**src/design/plu_pkg.sv**
```systemverilog
// ----------------------------------------------------------------------------
// plu_pkg: shared types and helpers for the packed lane saturating ALU
// Operation codes and the signed word-to-byte saturation used when packing.
// ----------------------------------------------------------------------------
package plu_pkg;

    // Operation codes
    typedef enum logic [2:0] {
        OP_PMULHW   = 3'd0,
        OP_PSRAW    = 3'd1,
        OP_PSLLW    = 3'd2,
        OP_PADDSW   = 3'd3,
        OP_PADDUSB  = 3'd4,
        OP_PSUBUSB  = 3'd5,
        OP_PSUBUSW  = 3'd6,
        OP_PACKSSWB = 3'd7
    } t_op;

    localparam int unsigned WORD_W  = 32;
    localparam int unsigned LANE_W  = 16;
    localparam int unsigned BYTE_W  = 8;
    localparam int unsigned CNT_W   = 6;

    localparam logic [LANE_W-1:0] S16_MAX = 16'h7fff;
    localparam logic [LANE_W-1:0] S16_MIN = 16'h8000;
    localparam logic [BYTE_W-1:0] S8_MAX  = 8'h7f;
    localparam logic [BYTE_W-1:0] S8_MIN  = 8'h80;
    localparam logic [BYTE_W-1:0] U8_MAX  = 8'hff;

    // Saturate a signed 16-bit word into a signed byte
    function automatic logic [BYTE_W-1:0] sat_s16_to_s8(input logic [LANE_W-1:0] v);
        logic [BYTE_W-1:0] res;
        if (!v[15] && (v[14:7] != 8'h00)) begin
            res = S8_MAX;
        end else if (v[15] && (v[14:7] != 8'hff)) begin
            res = S8_MIN;
        end else begin
            res = v[7:0];
        end
        return res;
    endfunction

endpackage

```
**src/design/plu_lane16.sv**
```systemverilog
// ----------------------------------------------------------------------------
// plu_lane16: one 16-bit lane of the packed ALU
// Multiply-high, shifts, signed saturating add and unsigned saturating
// subtract on a single word lane.
// ----------------------------------------------------------------------------
module plu_lane16
    import plu_pkg::*;
(
    input  t_op               i_op,
    input  logic [LANE_W-1:0] i_x,
    input  logic [LANE_W-1:0] i_y,
    input  logic [CNT_W-1:0]  i_cnt,
    output logic [LANE_W-1:0] o_res
);

    logic signed [2*LANE_W-1:0] product;
    logic        [3:0]          sra_cnt;
    logic signed [LANE_W-1:0]   sra_res;
    logic        [LANE_W-1:0]   sll_res;
    logic signed [LANE_W:0]     sum;
    logic        [LANE_W-1:0]   add_res;
    logic        [LANE_W-1:0]   sub_res;

    // Signed product, keep the high half
    assign product = $signed(i_x) * $signed(i_y);

    // Clamp the arithmetic shift count to 15
    assign sra_cnt = (i_cnt > 6'd15) ? 4'd15 : i_cnt[3:0];
    assign sra_res = $signed(i_x) >>> sra_cnt;

    // Logical left shift, zero once the count reaches the lane width
    assign sll_res = (i_cnt[5:4] != 2'b00) ? '0 : (i_x << i_cnt[3:0]);

    // Signed saturating add
    assign sum = {i_x[15], i_x} + {i_y[15], i_y};
    always_comb begin
        if (sum[16] != sum[15]) begin
            add_res = sum[16] ? S16_MIN : S16_MAX;
        end else begin
            add_res = sum[15:0];
        end
    end

    // Unsigned subtract, floor at zero
    assign sub_res = (i_x > i_y) ? (i_x - i_y) : '0;

    // Select the lane result
    always_comb begin
        unique case (i_op)
            OP_PMULHW: o_res = product[2*LANE_W-1:LANE_W];
            OP_PSRAW:  o_res = sra_res;
            OP_PSLLW:  o_res = sll_res;
            OP_PADDSW: o_res = add_res;
            default:   o_res = sub_res;
        endcase
    end

endmodule

```
**src/design/plu_byte.sv**
```systemverilog
// ----------------------------------------------------------------------------
// plu_byte: one 8-bit lane of the packed ALU
// Unsigned saturating add and subtract on a single byte lane.
// ----------------------------------------------------------------------------
module plu_byte
    import plu_pkg::*;
(
    input  t_op               i_op,
    input  logic [BYTE_W-1:0] i_x,
    input  logic [BYTE_W-1:0] i_y,
    output logic [BYTE_W-1:0] o_res
);

    logic [BYTE_W:0]   sum;
    logic [BYTE_W-1:0] add_res;
    logic [BYTE_W-1:0] sub_res;

    // Clamp the add at 255
    assign sum     = {1'b0, i_x} + {1'b0, i_y};
    assign add_res = sum[BYTE_W] ? U8_MAX : sum[BYTE_W-1:0];

    // Floor the subtract at zero
    assign sub_res = (i_x > i_y) ? (i_x - i_y) : '0;

    assign o_res = (i_op == OP_PSUBUSB) ? sub_res : add_res;

endmodule

```
**src/design/packed_lane_saturating_alu.sv**
```systemverilog
// Flow: a request accepted into the input register moves on to the result register,
//   whose valid flag drives o_valid; i_stall can hold it in either register.
// Throughput: one request per cycle while the output is not stalled; the input and result
//   registers each advance whenever the stage after them is empty or being drained.
// Reset: synchronous, active low; clears both stage valid flags, payload is not cleared.
// The block holds no state between requests.
// ----------------------------------------------------------------------------
// packed_lane_saturating_alu: two-stage packed integer ALU
// Registers the request, computes the packed 16-bit or 8-bit lane result in
// one pass of lane logic, and holds it in a result register.
// ----------------------------------------------------------------------------
module packed_lane_saturating_alu
    import plu_pkg::*;
(
    input  logic              i_clk,
    input  logic              i_rst_n,
    input  logic              i_valid,
    output logic              o_stall,
    input  logic [2:0]        i_operation,
    input  logic [WORD_W-1:0] i_operand_a,
    input  logic [WORD_W-1:0] i_operand_b,
    output logic              o_valid,
    input  logic              i_stall,
    output logic [WORD_W-1:0] o_packed_result
);

    logic              r_in_valid;
    t_op               r_op;
    logic [WORD_W-1:0] r_a;
    logic [WORD_W-1:0] r_b;
    logic              r_out_valid;
    logic [WORD_W-1:0] r_result;
    logic [WORD_W-1:0] n_result;

    logic              out_open;
    logic              in_open;

    logic [LANE_W-1:0] lane_lo;
    logic [LANE_W-1:0] lane_hi;
    logic [WORD_W-1:0] byte_res;
    logic [WORD_W-1:0] pack_res;

    // Stage flow control
    assign out_open = !r_out_valid || !i_stall;
    assign in_open  = !r_in_valid || out_open;
    assign o_stall  = !in_open;

    // Hold stage valid flags
    always_ff @(posedge i_clk) begin
        if (!i_rst_n) begin
            r_in_valid  <= 1'b0;
            r_out_valid <= 1'b0;
        end else begin
            if (in_open) begin
                r_in_valid <= i_valid;
            end
            if (out_open) begin
                r_out_valid <= r_in_valid;
            end
        end
    end

    // Capture request and result payload
    always_ff @(posedge i_clk) begin
        if (in_open && i_valid) begin
            r_op <= t_op'(i_operation);
            r_a  <= i_operand_a;
            r_b  <= i_operand_b;
        end
        if (out_open && r_in_valid) begin
            r_result <= n_result;
        end
    end

    // Word lanes
    plu_lane16 u_lane_lo (
        .i_op  (r_op),
        .i_x   (r_a[15:0]),
        .i_y   (r_b[15:0]),
        .i_cnt (r_b[CNT_W-1:0]),
        .o_res (lane_lo)
    );

    plu_lane16 u_lane_hi (
        .i_op  (r_op),
        .i_x   (r_a[31:16]),
        .i_y   (r_b[31:16]),
        .i_cnt (r_b[CNT_W-1:0]),
        .o_res (lane_hi)
    );

    // Byte lanes
    for (genvar k = 0; k < 4; k++) begin : g_byte
        plu_byte u_byte (
            .i_op  (r_op),
            .i_x   (r_a[k*BYTE_W +: BYTE_W]),
            .i_y   (r_b[k*BYTE_W +: BYTE_W]),
            .o_res (byte_res[k*BYTE_W +: BYTE_W])
        );
    end

    // Pack a then b words into signed-saturated bytes
    assign pack_res = {sat_s16_to_s8(r_b[31:16]), sat_s16_to_s8(r_b[15:0]),
                       sat_s16_to_s8(r_a[31:16]), sat_s16_to_s8(r_a[15:0])};

    // Select the packed result
    always_comb begin
        unique case (r_op)
            OP_PADDUSB,
            OP_PSUBUSB:  n_result = byte_res;
            OP_PACKSSWB: n_result = pack_res;
            default:     n_result = {lane_hi, lane_lo};
        endcase
    end

    assign o_valid         = r_out_valid;
    assign o_packed_result = r_result;

    // Reset empties the result stage
    a_reset_clears: assert property (@(posedge i_clk)
        !i_rst_n |=> !o_valid)
        else $error("result valid after reset");

    // Input stalls only when both stages are full and the output is blocked
    a_stall_cause: assert property (@(posedge i_clk) disable iff (!i_rst_n)
        o_stall |-> (r_in_valid && r_out_valid && i_stall))
        else $error("input stalled with room in the pipeline");

    // An accepted request lands in the input register
    a_accept_lands: assert property (@(posedge i_clk) disable iff (!i_rst_n)
        (i_valid && !o_stall) |=> r_in_valid)
        else $error("accepted request lost");

    // A word left shift by sixteen or more clears the result
    a_sll_zero: assert property (@(posedge i_clk) disable iff (!i_rst_n)
        (out_open && r_in_valid && (r_op == OP_PSLLW) && (r_b[5:4] != 2'b00))
        |=> (o_packed_result == '0))
        else $error("wide left shift did not clear the lanes");

endmodule
```
**config.mk**
```make
export PLATFORM = sky130hd
export DESIGN_NAME = packed_lane_saturating_alu
export DESIGN_NICKNAME = d
export VERILOG_FILES = /design/src/design/plu_pkg.sv /design/src/design/plu_lane16.sv /design/src/design/plu_byte.sv /design/src/design/packed_lane_saturating_alu.sv
export SDC_FILE = /design/constraint.sdc
export NUM_CORES = 2
export LEC_CHECK = 0
export BUFFER_PORTS_ARGS = -buffer_cell sky130_fd_sc_hd__buf_2
export CORE_ASPECT_RATIO = 0.8
export CORE_MARGIN = 5
export CORE_UTILIZATION = 25
export DETAILED_ROUTE_END_ITERATION = 8
export GPL_TIMING_DRIVEN = 0
export PLACE_DENSITY_LB_ADDON = 0.12
export REMOVE_ABC_BUFFERS = 1
export SLEW_MARGIN = 5
export SYNTH_ARGS = -nofsm -noshare
export SYNTH_HDL_FRONTEND = slang
export SYNTH_SLANG_ARGS = --single-unit
```
**constraint.sdc**
```tcl
create_clock -name i_clk -period 9.25 [get_ports i_clk]
set_input_delay 0.4625 -clock i_clk [delete_from_list [all_inputs] [get_ports i_clk]]
set_output_delay 0.4625 -clock i_clk [all_outputs]
set_load 0.01 [all_outputs]
```
==> impl_metrics.tcl <==
set metrics [dict create \
    status "finished clean" \
    crit_slowest_cell "fa_1" \
    finish.utilization_pct 28.0 \
    fp.dieH_um 321 \
    root_buffer "clkbuf_16" \
    netlist_area_mm2 0.0303 \
    cpPeakStageDelay_ns 1.00 \
    yosys.area.top_type_share_pct 35.1 \
    mostFrequentLayoutCells "inv_1, fa_1, nand2_1" \
    std_cell_rows 114 \
    dr_total_vias 24942 \
    ys_seq_elements 101 \
    wl_um 121000 \
    grt_usage_pct 19.1 \
    synth_edf_count 99 \
    drive_gt1_share_pct 6.59 \
    layout_setup_ws_ns 0.724 \
    final_common_cell "inv_1" \
    dpl.hpwl_um 97300 \
    drc 0 \
    coreArea_mm2 0.121 \
    overflow 0 \
    min_period_ns 8.53 \
    clock_skew_ns 0.0454 \
    final-max-slew-violation-count 0 \
    grt_pass1_vias 25750 \
    drt-vias-per-instance 4.89 \
    setup_violations 0 \
    maxCapViolCount 0 \
    fmax_mhz 117 \
    hold_depth 1 \
    cts_resized 0 \
    numCtsBuffers 9 \
    cts_hold_buffers 0 \
    io_buffers 104 \
    hold_path_class "input port to flip-flop" \
    postRouteAntennaNets 0 \
    synthFlopType "edfxtp_1" \
    place_area_mm2 0.0334 \
    tightest_slew_ns 1.36 \
    hold_ws_ns 0.159 \
    syn_to_final_growth_pct 11.6 \
    grt_max_degree 33 \
    critPathLaunchType "flip-flop" \
    die_w_um 399 \
    synth-seq-area-share_pct 9.95 \
    cts_tree "yes" \
    max_slew_margin_pct 9.24 \
    dp_slack_ns 0.751 \
    synth_cells 3489 \
    hold_viol_final 0 \
    async_flop_share_pct 0 \
    crit_chain "buf_16, clkinv_1, nor2_1, fa_1, fa_1, fa_1, fa_1, fa_1, fa_1, ha_1, a21o_1, a21o_1, a21oi_1, nor2_1, o21ai_0, o211ai_1, nor4_1, o211ai_1" \
    drt_pre_antenna_iters 6 \
    final.period_utilization_pct 92.2 \
    cts_sinks 101 \
    rrSetupSlack_ns 0.72 \
    ioPinCount 105 \
    r2r_cells 18 \
    gp_congestion 0.875 \
    synthDistinctLibCells 84 \
    required_ns 9.40 \
    clk_pin_slew_worst_paths_ns 0.13 \
    ys_warn_count 0 \
    htreeDepth 3 \
    crit_path_end_kind "flip-flop" \
    antenna_found_initial 11 \
    stdcell_area_mm2 0.0338 \
    critPathMaxFanout 15 \
    yosysTopAreaCell "fa_1" \
    crit_top_cell "fa_1" \
    post_cts.repair.setup_buffers 0 \
    synthTopCellsByArea "fa_1, edfxtp_1, ha_1" \
    wl_per_cell_um 23.8 \
    nets 4300 \
    crit_type "flip-flop to flip-flop" \
    clockBufferDepth 2 \
    start_util_pct 25.1 \
    grt_pass1_wl_um 181000 \
    crit_arrival_ns 8.68 \
    avgSynthCellArea_um2 8.67 \
    drt_iter0_markers 2376 \
    design.die.area_mm2 0.128 \
    rsz0062_at_grt "no" \
    clock_latency_ns 0.47 \
]
logic make-up after synthesis:
logic type / share of synthesized area, %
simple gates: 14.8
compound gates: 13.8
buf+inv: 10.7
flops: 9.95
xor+xnor: 2.78
fa+ha+maj: 44.5
mux: 3.41
per-stage QoR:
step	instances	TNS, ns
2_1_floorplan	3298	0
6_report	5103	0
4_1_cts	5095	0
5_1_grt	5099	0
3_3_place_gp	5026	-1.21
3_5_place_dp	5079	0
flip-flops by register name, indices dropped and copies added, names as in the netlist:
register	count
r_a	32
r_b	32
o_valid	1
r_op	3
r_in_valid	1
o_packed_result	32
cell usage after synthesis (27+ instances only):
cell type,count
a211oi_1,33
o21bai_1,27
nor2_1,237
nand3_1,28
o21ai_0,101
a21oi_1,169
clkbuf_1,150
o211ai_1,30
inv_1,654
nor3_1,37
edfxtp_1,99
ha_1,229
fa_1,530
and2_1,183
nand2_1,345
nand4_1,27
xnor2_1,70
mux2i_1,84
a21o_1,31
final timing paths:
| path | end | startpoint |
|---|---|---|
| max | o_packed_result[29] | r_a[31] |
| min | r_b[1] | i_operand_b[1] |
| max reg2reg | o_packed_result[29] | r_a[31] |
| min reg2reg | o_valid | r_in_valid |
critical path, delay by kind of cell (launching register included):
family / cells / cell delay [ns]
adders and majority gates: 7 / 4.08
DFF: 1 / 0.89
and+or+nand+nor: 3 / 0.98
buffers and inverters: 2 / 0.73
AOI/OAI and AO/OA: 6 / 1.54
area by class of cell:
type	count	area [um2]
Antenna cell	4	10.0
Clock buffer	9	225
Clock inverter	7	85.1
Fill cell	13119	86700
Inverter	660	2480
Multi-Input combinational cell	2537	24100
Sequential cell	101	3010
Tap cell	1624	2030
Timing Repair Buffer	161	1860
per-layer routing:
layer	GRT usage [%]	routed length, um
met2	26.0	47400
met3	4.24	8800
met4	2.70	1440
met1	30.7	63700
met5	0	75
Power is not shown: default switching activity piles up to over one toggle a cycle in this logic, so the estimate is an artifact.
